`src/hw/rtl/stl_pkg.sv`:
```
// types and constants for the source token lexer
// no dependencies
`default_nettype none
package stl_pkg;

    typedef enum logic [3:0] {
        M_START, M_ID, M_INT, M_INTDOT, M_FLOAT, M_STRING, M_LT, M_GT,
        M_ASSIGN, M_NOT, M_AMP, M_PIPE, M_SLASH, M_COMMENT
    } lex_mode_t;

    localparam int KW_COUNT = 19;
    localparam int KW_PLAIN = 17;
    localparam int KW_MAXLEN = 9;

    localparam logic [3:0] TK_KEYWORD = 4'd0;
    localparam logic [3:0] TK_BOOL    = 4'd1;
    localparam logic [3:0] TK_ID      = 4'd2;
    localparam logic [3:0] TK_INT     = 4'd3;
    localparam logic [3:0] TK_FLOAT   = 4'd4;
    localparam logic [3:0] TK_STRING  = 4'd5;
    localparam logic [3:0] TK_REL     = 4'd6;
    localparam logic [3:0] TK_ASSIGN  = 4'd7;
    localparam logic [3:0] TK_ARITH   = 4'd8;
    localparam logic [3:0] TK_LOGIC   = 4'd9;
    localparam logic [3:0] TK_NOT     = 4'd10;
    localparam logic [3:0] TK_GROUP   = 4'd11;
    localparam logic [3:0] TK_DIM     = 4'd12;
    localparam logic [3:0] TK_SEP     = 4'd13;

    localparam logic [2:0] ER_NONE    = 3'd0;
    localparam logic [2:0] ER_AMP     = 3'd1;
    localparam logic [2:0] ER_PIPE    = 3'd2;
    localparam logic [2:0] ER_DOT     = 3'd3;
    localparam logic [2:0] ER_NUMBER  = 3'd4;
    localparam logic [2:0] ER_STRING  = 3'd5;
    localparam logic [2:0] ER_COMMENT = 3'd6;

    // one result as it leaves the block, 49 bits
    typedef struct packed {
        logic        last_result;
        logic [7:0]  token_length;
        logic [15:0] token_start;
        logic [15:0] line_number;
        logic [2:0]  error_code;
        logic [3:0]  token_kind;
        logic        is_error;
    } result_t;

    // one classified byte, carrying up to two results
    typedef struct packed {
        logic    two;
        result_t first;
        result_t second;
    } slot_t;

    localparam logic [4:0] KW_LEN [KW_COUNT] = '{
        5'd3, 5'd3, 5'd5, 5'd6, 5'd4, 5'd8, 5'd9, 5'd4, 5'd3, 5'd5,
        5'd2, 5'd4, 5'd6, 5'd7, 5'd5, 5'd4, 5'd6, 5'd4, 5'd5
    };

    function automatic logic [7:0] kw_char(input int k, input logic [3:0] i);
        logic [71:0] s;
        case (k)
            0:  s = {"var", 48'd0};
            1:  s = {"int", 48'd0};
            2:  s = {"float", 32'd0};
            3:  s = {"string", 24'd0};
            4:  s = {"bool", 40'd0};
            5:  s = {"function", 8'd0};
            6:  s = "procedure";
            7:  s = {"main", 40'd0};
            8:  s = {"for", 48'd0};
            9:  s = {"while", 32'd0};
            10: s = {"if", 56'd0};
            11: s = {"else", 40'd0};
            12: s = {"switch", 24'd0};
            13: s = {"default", 16'd0};
            14: s = {"print", 32'd0};
            15: s = {"read", 40'd0};
            16: s = {"return", 24'd0};
            17: s = {"true", 40'd0};
            18: s = {"false", 32'd0};
            default: s = '0;
        endcase
        if (i < 4'(KW_MAXLEN))
            kw_char = s[71 - 8*i -: 8];
        else
            kw_char = 8'd0;
    endfunction

endpackage
`default_nettype wire

```
`src/hw/rtl/source_token_lexer.sv`:
```
// source token lexer: one byte per cycle, results leave through a 4-entry queue
// results are written into the queue as the byte that causes them is accepted
// throughput: one byte per cycle while the queue has room; a byte with two results
// hands them out as two output words in turn, set by the queue read port
// reset: asynchronous active low, clears lexer state and queue; line starts at 1
// depends on stl_pkg, stl_front, stl_back
`default_nettype none
module source_token_lexer
    import stl_pkg::*;
#(
    parameter int MAX_TOKEN_LEN = 255,
    parameter int POS_BITS = 16
)
(
    input  wire logic        clk,
    input  wire logic        rst_n,
    input  wire logic        s_tvalid,
    output logic             s_tready,
    input  wire logic [7:0]  s_tdata,   // char_code
    input  wire logic        s_tlast,   // end_of_text
    output logic             m_tvalid,
    input  wire logic        m_tready,
    output logic [47:0]      m_tdata,   // token_kind, error_code, line_number,
                                        // token_start, token_length, zero fill
    output logic             m_tuser,   // is_error
    output logic             m_tlast    // last_result
);

    logic    fire;
    logic    slot_has;
    slot_t   slot;
    result_t res;

    assign fire = s_tvalid && s_tready;

    stl_front #(.MAX_TOKEN_LEN(MAX_TOKEN_LEN), .POS_BITS(POS_BITS)) u_front (
        .clk(clk), .rst_n(rst_n), .in_fire(fire), .char_code(s_tdata),
        .end_of_text(s_tlast), .slot_has(slot_has), .slot(slot)
    );

    stl_back u_back (
        .clk(clk), .rst_n(rst_n), .slot_has(slot_has), .slot(slot), .room(s_tready),
        .out_valid(m_tvalid), .out_ready(m_tready), .out_result(res)
    );

    assign m_tdata = {1'b0, res.token_length, res.token_start, res.line_number,
                      res.error_code, res.token_kind};
    assign m_tuser = res.is_error;
    assign m_tlast = res.last_result;

endmodule
`default_nettype wire

```
`src/hw/rtl/stl_front.sv`:
```
// front: keeps the lexer state and classifies each byte into results
// depends on stl_pkg
`default_nettype none
module stl_front
    import stl_pkg::*;
#(
    parameter int MAX_TOKEN_LEN = 255,
    parameter int POS_BITS = 16
)
(
    input  wire logic  clk,
    input  wire logic  rst_n,
    input  wire logic  in_fire,
    input  wire logic  [7:0] char_code,
    input  wire logic  end_of_text,
    output logic       slot_has,
    output slot_t      slot
);

    localparam logic [7:0] MAX_LEN = 8'(MAX_TOKEN_LEN);

    lex_mode_t             mode_reg, mode_next;
    logic [15:0]           line_reg, line_next;
    logic [POS_BITS-1:0]   pos_reg, pos_next;
    logic [POS_BITS-1:0]   start_reg, start_next;
    logic [7:0]            len_reg, len_next;
    logic [KW_COUNT-1:0]   kw_reg, kw_next;
    logic                  star_reg, star_next;

    result_t               res [2];
    logic [1:0]            nres;

    function automatic logic is_alpha(input logic [7:0] c);
        is_alpha = (c >= "a" && c <= "z") || (c >= "A" && c <= "Z") || c == "_";
    endfunction

    function automatic logic is_digit(input logic [7:0] c);
        is_digit = c >= "0" && c <= "9";
    endfunction

    always_comb
    begin
        logic [7:0]  c;
        logic        relex;
        logic [KW_COUNT-1:0] kwm;
        logic [3:0]  idk;
        lex_mode_t   m;
        c = char_code;
        mode_next = mode_reg;
        line_next = line_reg;
        start_next = start_reg;
        len_next = len_reg;
        kw_next = kw_reg;
        star_next = star_reg;
        pos_next = pos_reg + 1'b1;
        nres = 2'd0;
        res[0] = '0;
        res[1] = '0;
        relex = 1'b0;
        idk = TK_ID;
        kwm = '1;

        // continue a pending lexeme
        m = mode_reg;
        if (m == M_START)
            relex = 1'b1;
        else
        begin
            mode_next = M_START;
            idk = TK_ID;
            for (int k = KW_COUNT - 1; k >= 0; k--)
                if (kw_reg[k] && {3'd0, KW_LEN[k]} == len_reg)
                    idk = (k < KW_PLAIN) ? TK_KEYWORD : TK_BOOL;
            case (m)
                M_ID:
                    if (is_alpha(c) || is_digit(c))
                    begin
                        for (int k = 0; k < KW_COUNT; k++)
                            if (len_reg >= {3'd0, KW_LEN[k]} ||
                                kw_char(k, len_reg[3:0]) != c)
                                kw_next[k] = 1'b0;
                        if (len_reg < MAX_LEN) len_next = len_reg + 1'b1;
                        mode_next = M_ID;
                    end
                    else
                    begin
                        res[0] = '{1'b0, len_reg, 16'(start_reg), line_reg, ER_NONE, idk, 1'b0};
                        nres = 2'd1;
                        relex = 1'b1;
                    end
                M_INT, M_FLOAT:
                    if (is_digit(c))
                    begin
                        if (len_reg < MAX_LEN) len_next = len_reg + 1'b1;
                        mode_next = m;
                    end
                    else if (m == M_INT && c == ".")
                    begin
                        if (len_reg < MAX_LEN) len_next = len_reg + 1'b1;
                        mode_next = M_INTDOT;
                    end
                    else
                    begin
                        res[0] = '{1'b0, len_reg, 16'(start_reg), line_reg, ER_NONE,
                                   (m == M_INT) ? TK_INT : TK_FLOAT, 1'b0};
                        nres = 2'd1;
                        relex = 1'b1;
                    end
                M_INTDOT:
                    if (is_digit(c))
                    begin
                        if (len_reg < MAX_LEN) len_next = len_reg + 1'b1;
                        mode_next = M_FLOAT;
                    end
                    else
                    begin
                        res[0] = '{1'b0, len_reg, 16'(start_reg), line_reg, ER_NUMBER,
                                   TK_KEYWORD, 1'b1};
                        nres = 2'd1;
                        relex = 1'b1;
                    end
                M_STRING:
                    if (c == "\"")
                    begin
                        res[0] = '{1'b0, (len_reg < MAX_LEN) ? len_reg + 1'b1 : len_reg,
                                   16'(start_reg), line_reg, ER_NONE, TK_STRING, 1'b0};
                        nres = 2'd1;
                        len_next = (len_reg < MAX_LEN) ? len_reg + 1'b1 : len_reg;
                    end
                    else if (c == 8'h0a || c == 8'h0d)
                    begin
                        res[0] = '{1'b0, len_reg, 16'(start_reg), line_reg, ER_STRING,
                                   TK_KEYWORD, 1'b1};
                        nres = 2'd1;
                        relex = 1'b1;
                    end
                    else
                    begin
                        if (len_reg < MAX_LEN) len_next = len_reg + 1'b1;
                        mode_next = M_STRING;
                    end
                M_LT, M_GT, M_ASSIGN, M_NOT, M_AMP, M_PIPE, M_SLASH:
                begin
                    logic pair;
                    logic [3:0] pk, sk;
                    logic [2:0] se;
                    pair = ((m == M_AMP) ? c == "&" : (m == M_PIPE) ? c == "|" :
                            (m == M_SLASH) ? c == "*" : c == "=");
                    pk = (m == M_AMP || m == M_PIPE) ? TK_LOGIC : TK_REL;
                    sk = (m == M_ASSIGN) ? TK_ASSIGN : (m == M_NOT) ? TK_NOT :
                         (m == M_SLASH) ? TK_ARITH : (m == M_AMP || m == M_PIPE) ?
                         TK_KEYWORD : TK_REL;
                    se = (m == M_AMP) ? ER_AMP : (m == M_PIPE) ? ER_PIPE : ER_NONE;
                    if (pair && m == M_SLASH)
                    begin
                        if (len_reg < MAX_LEN) len_next = len_reg + 1'b1;
                        star_next = 1'b0;
                        mode_next = M_COMMENT;
                    end
                    else if (pair)
                    begin
                        res[0] = '{1'b0, (len_reg < MAX_LEN) ? len_reg + 1'b1 : len_reg,
                                   16'(start_reg), line_reg, ER_NONE, pk, 1'b0};
                        nres = 2'd1;
                        len_next = (len_reg < MAX_LEN) ? len_reg + 1'b1 : len_reg;
                    end
                    else
                    begin
                        res[0] = '{1'b0, len_reg, 16'(start_reg), line_reg, se, sk,
                                   se != ER_NONE};
                        nres = 2'd1;
                        relex = 1'b1;
                    end
                end
                M_COMMENT:
                begin
                    if (len_reg < MAX_LEN) len_next = len_reg + 1'b1;
                    if (c == 8'h0a && line_reg != 16'hffff) line_next = line_reg + 1'b1;
                    if (star_reg && c == "/")
                        star_next = 1'b0;
                    else
                    begin
                        star_next = (c == "*");
                        mode_next = M_COMMENT;
                    end
                end
                default: relex = 1'b1;
            endcase
        end

        // lex the byte from the start mode
        if (relex)
        begin
            logic [3:0] sk;
            logic       one;
            logic       bg;
            lex_mode_t  bm;
            mode_next = M_START;
            one = 1'b0;
            bg = 1'b1;
            bm = M_START;
            sk = TK_ARITH;
            case (c) inside
                ["a":"z"], ["A":"Z"], "_": bm = M_ID;
                ["0":"9"]:                 bm = M_INT;
                "/": bm = M_SLASH;
                "<": bm = M_LT;
                ">": bm = M_GT;
                "=": bm = M_ASSIGN;
                "!": bm = M_NOT;
                "&": bm = M_AMP;
                "|": bm = M_PIPE;
                "\"": bm = M_STRING;
                default: bg = 1'b0;
            endcase
            case (c) inside
                "+", "-", "*", "%", "^": begin one = 1'b1; sk = TK_ARITH; end
                ";", ",", ":":           begin one = 1'b1; sk = TK_SEP; end
                "(", ")", "{", "}":      begin one = 1'b1; sk = TK_GROUP; end
                "[", "]":                begin one = 1'b1; sk = TK_DIM; end
                default: ;
            endcase
            if (bg)
            begin
                mode_next = bm;
                start_next = pos_reg;
                len_next = 8'd1;
                star_next = 1'b0;
                kw_next = '1;
                if (bm == M_ID)
                begin
                    kwm = '1;
                    for (int k = 0; k < KW_COUNT; k++)
                        if (kw_char(k, 4'd0) != c) kwm[k] = 1'b0;
                    kw_next = kwm;
                end
            end
            else if (c == 8'h0a)
            begin
                if (line_next != 16'hffff) line_next = line_next + 1'b1;
            end
            else if (one || c == ".")
            begin
                res[nres[0]] = '{1'b0, 8'd1, 16'(pos_reg), line_next,
                                  one ? ER_NONE : ER_DOT, one ? sk : TK_KEYWORD, !one};
                nres = nres + 1'b1;
            end
        end

        // flush at end of text
        if (end_of_text)
        begin
            logic fl;
            logic [3:0] fk;
            logic [2:0] fe;
            fl = 1'b1;
            fk = TK_KEYWORD;
            fe = ER_NONE;
            idk = TK_ID;
            for (int k = KW_COUNT - 1; k >= 0; k--)
                if (kw_next[k] && {3'd0, KW_LEN[k]} == len_next)
                    idk = (k < KW_PLAIN) ? TK_KEYWORD : TK_BOOL;
            case (mode_next)
                M_ID:      fk = idk;
                M_INT:     fk = TK_INT;
                M_INTDOT:  fe = ER_NUMBER;
                M_FLOAT:   fk = TK_FLOAT;
                M_STRING:  fe = ER_STRING;
                M_LT, M_GT: fk = TK_REL;
                M_ASSIGN:  fk = TK_ASSIGN;
                M_NOT:     fk = TK_NOT;
                M_AMP:     fe = ER_AMP;
                M_PIPE:    fe = ER_PIPE;
                M_SLASH:   fk = TK_ARITH;
                M_COMMENT: fe = ER_COMMENT;
                default:   fl = 1'b0;
            endcase
            if (fl && nres != 2'd2)
            begin
                res[nres[0]] = '{1'b0, len_next, 16'(start_next), line_next, fe, fk,
                                  fe != ER_NONE};
                nres = nres + 1'b1;
            end
            mode_next = M_START;
            line_next = 16'd1;
            pos_next = '0;
            start_next = '0;
            len_next = 8'd0;
            kw_next = '1;
            star_next = 1'b0;
        end
    end

    always_ff @(posedge clk or negedge rst_n)
    begin
        if (!rst_n)
        begin
            mode_reg  <= M_START;
            line_reg  <= 16'd1;
            pos_reg   <= '0;
            start_reg <= '0;
            len_reg   <= 8'd0;
            kw_reg    <= '1;
            star_reg  <= 1'b0;
        end
        else if (in_fire)
        begin
            mode_reg  <= mode_next;
            line_reg  <= line_next;
            pos_reg   <= pos_next;
            start_reg <= start_next;
            len_reg   <= len_next;
            kw_reg    <= kw_next;
            star_reg  <= star_next;
        end
    end

    always_comb
    begin
        slot_has = in_fire && nres != 2'd0;
        slot.two = nres == 2'd2;
        slot.first = res[0];
        slot.second = res[1];
        if (nres == 2'd2)
            slot.second.last_result = 1'b1;
        else
            slot.first.last_result = 1'b1;
    end

endmodule
`default_nettype wire

```
`src/hw/rtl/stl_back.sv`:
```
// back: queue of classified bytes, emits their results one word at a time
// depends on stl_pkg
`default_nettype none
module stl_back
    import stl_pkg::*;
(
    input  wire logic  clk,
    input  wire logic  rst_n,
    input  wire logic  slot_has,
    input  wire slot_t slot,
    output logic       room,
    output logic       out_valid,
    input  wire logic  out_ready,
    output result_t    out_result
);

    localparam int DEPTH = 4;

    slot_t      mem_reg [DEPTH];
    logic [1:0] wr_reg, rd_reg;
    logic [2:0] cnt_reg;
    logic       half_reg;
    logic       pop, push;
    slot_t      head;

    assign head = mem_reg[rd_reg];
    assign out_valid = cnt_reg != 3'd0;
    assign out_result = half_reg ? head.second : head.first;
    assign pop = out_valid && out_ready && (half_reg || !head.two);
    assign push = slot_has;
    // a byte may enter a full queue as the last word of the head byte leaves
    assign room = cnt_reg < 3'(DEPTH) || pop;

    always_ff @(posedge clk)
    begin
        if (push)
            mem_reg[wr_reg] <= slot;
    end

    always_ff @(posedge clk or negedge rst_n)
    begin
        if (!rst_n)
        begin
            wr_reg <= '0;
            rd_reg <= '0;
            cnt_reg <= '0;
            half_reg <= 1'b0;
        end
        else
        begin
            if (push) wr_reg <= wr_reg + 1'b1;
            if (pop) rd_reg <= rd_reg + 1'b1;
            cnt_reg <= cnt_reg + 3'(push) - 3'(pop);
            if (out_valid && out_ready)
                half_reg <= !pop;
        end
    end

`ifndef SYNTH
    a_no_overflow: assert property (@(posedge clk) disable iff (!rst_n)
        cnt_reg <= 3'(DEPTH)) else $error("queue overflow");
    a_half_two: assert property (@(posedge clk) disable iff (!rst_n)
        half_reg |-> (out_valid && head.two)) else $error("second half without pair");
    a_push_room: assert property (@(posedge clk) disable iff (!rst_n)
        (cnt_reg == 3'(DEPTH) && !pop) |-> !push) else $error("push into full queue");
`endif

endmodule
`default_nettype wire
```
`config.mk`:
```
export PLATFORM = sky130hd
export DESIGN_NAME = source_token_lexer
export DESIGN_NICKNAME = d
export VERILOG_FILES = /design/src/hw/rtl/stl_pkg.sv /design/src/hw/rtl/source_token_lexer.sv /design/src/hw/rtl/stl_front.sv /design/src/hw/rtl/stl_back.sv
export SDC_FILE = /design/constraint.sdc
export NUM_CORES = 1
export LEC_CHECK = 0
export ABC_AREA = 1
export BUFFER_PORTS_ARGS = -buffer_cell sky130_fd_sc_hd__buf_2
export CAP_MARGIN = 20
export CORE_ASPECT_RATIO = 0.6
export CORE_UTILIZATION = 44
export CTS_BUF_LIST = sky130_fd_sc_hd__clkbuf_8
export DETAILED_ROUTE_END_ITERATION = 10
export HOLD_SLACK_MARGIN = 0.06
export PLACE_DENSITY = 0.63
export SYNTH_ARGS = -nofsm -noshare
export SYNTH_HDL_FRONTEND = slang
export SYNTH_HIERARCHICAL = 1
export SYNTH_SLANG_ARGS = --single-unit
```
`constraint.sdc`:
```
create_clock -name clk -period 19.68 [get_ports clk]
set_clock_uncertainty 0.05 [all_clocks]
set_input_delay 2.952 -clock clk [delete_from_list [all_inputs] [get_ports clk]]
set_output_delay 2.952 -clock clk [all_outputs]
set_load 0.02 [all_outputs]
```
==> flow_metrics.tcl <==
set metrics [dict create \
    die_w_um 319 \
    grt_use_total_pct 29.3 \
    worstMarginPinSlew_ns 1.22 \
    synth_seq_area_share_pct 53.2 \
    fin_crit_ns 9.81 \
    finalCritPeriodShare_pct 49.9 \
    largest_reg_flops 396 \
    layout_commonest_cell "nand2_1" \
    crit_type "in -> reg" \
    ys_types 61 \
    cts_buffers 74 \
    drt_iter0_drc 2998 \
    setup-violations-final 0 \
    slew_headroom_pct 17.6 \
    crit_required_ns 19.91 \
    num_vias 23000 \
    synth_seq_cells 484 \
    fin_nets 3181 \
    path_cells "buf_2 > inv_2 > nor2_1 > nand2_1 > nand2_1 > nand2_2 > nand2_1 > nand2_1 > inv_1 > nand2_1 > nor3_2 > buf_4 > inv_1 > ha_1 > o21ai_1 > ha_1 > nor2_1 > nand3_4 > nand2_2 > nor2_1 > nor2_1 > nand2_1 > inv_4 > buf_4" \
    start_util_pct 44.7 \
    p_switching_mw 1.66 \
    grt_overflow 0 \
    critPathMaxStageDelay_ns 0.84 \
    grt_max_degree 120 \
    cp.arrival_ns 10.04 \
    fin_ws_ns 9.87 \
    critPathSlowestCell "buf_4" \
    cp.buffers_inverters 7 \
    first_pass_iters 6 \
    p_per_area_nw_per_um2 129 \
    ctsHoldBuffers 0 \
    clock-root-buffer "clkbuf_8" \
    insertion_delay_ns 0.67 \
    cts_buffer_depth 3 \
    dp.final_hpwl_mm 62.5 \
    ctsResizeCount 0 \
    fillers 5651 \
    seq_area_um2 14100 \
    synthesis.area_um2 26600 \
    p_clk_share_pct 21.8 \
    fmax_mhz 102 \
    core_area_um2 59400 \
    place_congestion 0.985 \
    yosys.area.top_type_share_pct 44.8 \
    synthCells 3143 \
    ys_dominant_reg_cell "edfxtp_1" \
    drc 0 \
    ir_drop_uv 79.3 \
    antenna_found_initial 3 \
    synthTopCellsByArea "edfxtp_1, nand2_1, dfrtp_1" \
    synth-edff-count 396 \
    routedWlPerCell_um 22.8 \
    status "completed" \
    cpLargestDelayFamily "simple AND/OR/NAND/NOR gates" \
    async_flop_share_pct 18.2 \
    hp-class "reg -> reg" \
    drv_cap 0 \
    ioPinCount 65 \
    diodes 0 \
    die_area_um2 61400 \
    swShare_pct 44.7 \
    io_buffers 63 \
    endpoint_kind "flop" \
    syn_area_per_cell_um2 8.45 \
    drive_above_1_share_pct 9.75 \
    rows 69 \
    p_comb_share_pct 43.2 \
    layout_common_cells "nand2_1, nor2_1, edfxtp_1, o21ai_0, inv_1" \
    place_ws_ns 9.42 \
    yosys_warnings 6 \
    ant_nets 0 \
    cpMostUsedCell "nand2_1" \
    cts_tree "built" \
    p_seq_share_pct 35.0 \
    p_leak_nw 11.8 \
    finalMaxSlewViolations 0 \
    crit_fanout 57 \
    synth_top_area_cell "edfxtp_1" \
    multi_input_area_um2 10500 \
    setup_tns_ns 0 \
    clkTransAtPathRegs_ns 0.06 \
    rsz0062_at_grt "false" \
    cts_setup_buffers 0 \
    clock-sinks 484 \
    start_kind "input port" \
    grt_pass1_vias 21200 \
    wirelength_mm 90.8 \
    areaGrowthSynthToFinish_pct 7.87 \
    dieHeight_um 192 \
    cts-htree-levels 3 \
    timing.final.hold_violations 0 \
    drt-vias-per-instance 5.77 \
    internal_power_mw 2.05 \
    grt_first_pass_wirelength_mm 134 \
]
## worst reg2reg max path, stage by stage (launching register included)
cell	delay, ns
dfrtp_1	0.46
nor2_1	0.15
inv_1	0.11
nor2_1	0.30
nand3_2	0.33
nand3_1	0.24
nand2_1	0.10
inv_1	0.10
nand2_1	0.26
nor3_2	0.23
buf_4	0.27
inv_1	0.34
ha_1	0.41
o21ai_1	0.17
ha_1	0.25
nor2_1	0.35
nand3_4	0.40
nand2_2	0.22
nor2_1	0.13
nor2_1	0.45
nand2_1	0.19
inv_4	0.51
buf_4	0.87
## cell usage after synthesis, types with 3 or more instances
cell	count
xor2_1	34
nor4_1	5
buf_4	17
o21ai_0	331
nor3_1	38
buf_2	41
nor2_1	399
buf_12	3
dfrtp_1	68
or2_2	3
o21ai_1	31
nor2_4	5
dfstp_2	20
o211ai_1	8
inv_2	16
a31oi_1	5
clkbuf_1	80
o22ai_1	165
o21ai_2	3
nor2_2	30
nand2_2	14
ha_1	14
nand3_1	199
clkinv_1	6
nand4_1	38
buf_6	12
edfxtp_1	396
nand3b_1	7
inv_1	260
nand3_2	10
nand2_4	5
buf_1	7
nand2_1	774
or2_1	10
inv_4	4
a21oi_1	50
## worst paths after layout
| check | startpoint | to | slack [ns] | depth (start not counted) |
|---|---|---|---|---|
| setup reg to reg | u_front/mode_reg[2]$_DFFE_PN0P_ | u_back/mem_reg[3][7]$_DFFE_PP_ | 12.32 | 22 |
| min in group asynchronous | rst_n | u_front/pos_reg[10]$_DFFE_PN0P_ | 2.18 | 1 |
| max in group asynchronous | rst_n | u_back/rd_reg[0]$_DFFE_PN0P_ | 16.17 | 2 |
| setup / recovery | s_tdata[3] | u_back/mem_reg[3][7]$_DFFE_PP_ | 9.87 | 24 |
| hold / removal | u_front/pos_reg[14]$_DFFE_PN0P_ | u_front/pos_reg[14]$_DFFE_PN0P_ | 0.45 | 1 |
| hold reg to reg | u_front/pos_reg[14]$_DFFE_PN0P_ | u_front/pos_reg[14]$_DFFE_PN0P_ | 0.45 | 1 |
## metrics by stage
stage                     utilization [%]  hold slack (ns)  cell area [um^2]  instances  power, mW
final                                48.2            0.447             28600       3991       3.70
after detailed placement             45.9            0.439             27200       3858       2.88
after floorplan                         -            0.406             26600       3149       2.37
after global routing                 48.2            0.487             28600       3991       3.92
after CTS                            48.2            0.448             28600       3991       3.70
after global placement               45.9            0.434             27200       3858       2.88
## layout make-up
| type | count | area share [%] |
|---|---|---|
| Clock buffer | 79 | 3.80 |
| Clock inverter | 54 | 1.09 |
| Inverter | 287 | 3.84 |
| Multi-Input combinational cell | 2217 | 36.7 |
| Sequential cell | 484 | 49.3 |
| Tap cell | 781 | 3.41 |
| Timing Repair Buffer | 89 | 1.79 |
## power by group through the flow
stage | clock, mW | combinational (mW) | sequential (mW)
floorplan | 0 | 1.09 | 1.28
global placement | 0 | 1.56 | 1.31
detailed placement | 0 | 1.57 | 1.32
CTS | 0.826 | 1.57 | 1.30
global route | 0.867 | 1.75 | 1.31
finish | 0.807 | 1.60 | 1.30
## per-layer routing
layer | vias to the layer above | GRT usage (%) | wire, um
met5 | - | 0 | 0
met2 | 1132 | 38.1 | 34900
met4 | 0 | 6.77 | 1360
met1 | 11100 | 45.4 | 43500
met3 | 109 | 10.3 | 11100
li1 | 10700 | - | -
## cells by family after synthesis
kind of cell | synth area share [%]
other | 0.0283
buffers and inverters | 7.34
and+or+nand+nor | 24.9
DFF | 53.2
AOI/OAI and AO/OA | 12.7
xor gates and xnor gates | 1.19
adders and majority gates | 0.735
Power figures use the tool's default switching activity.
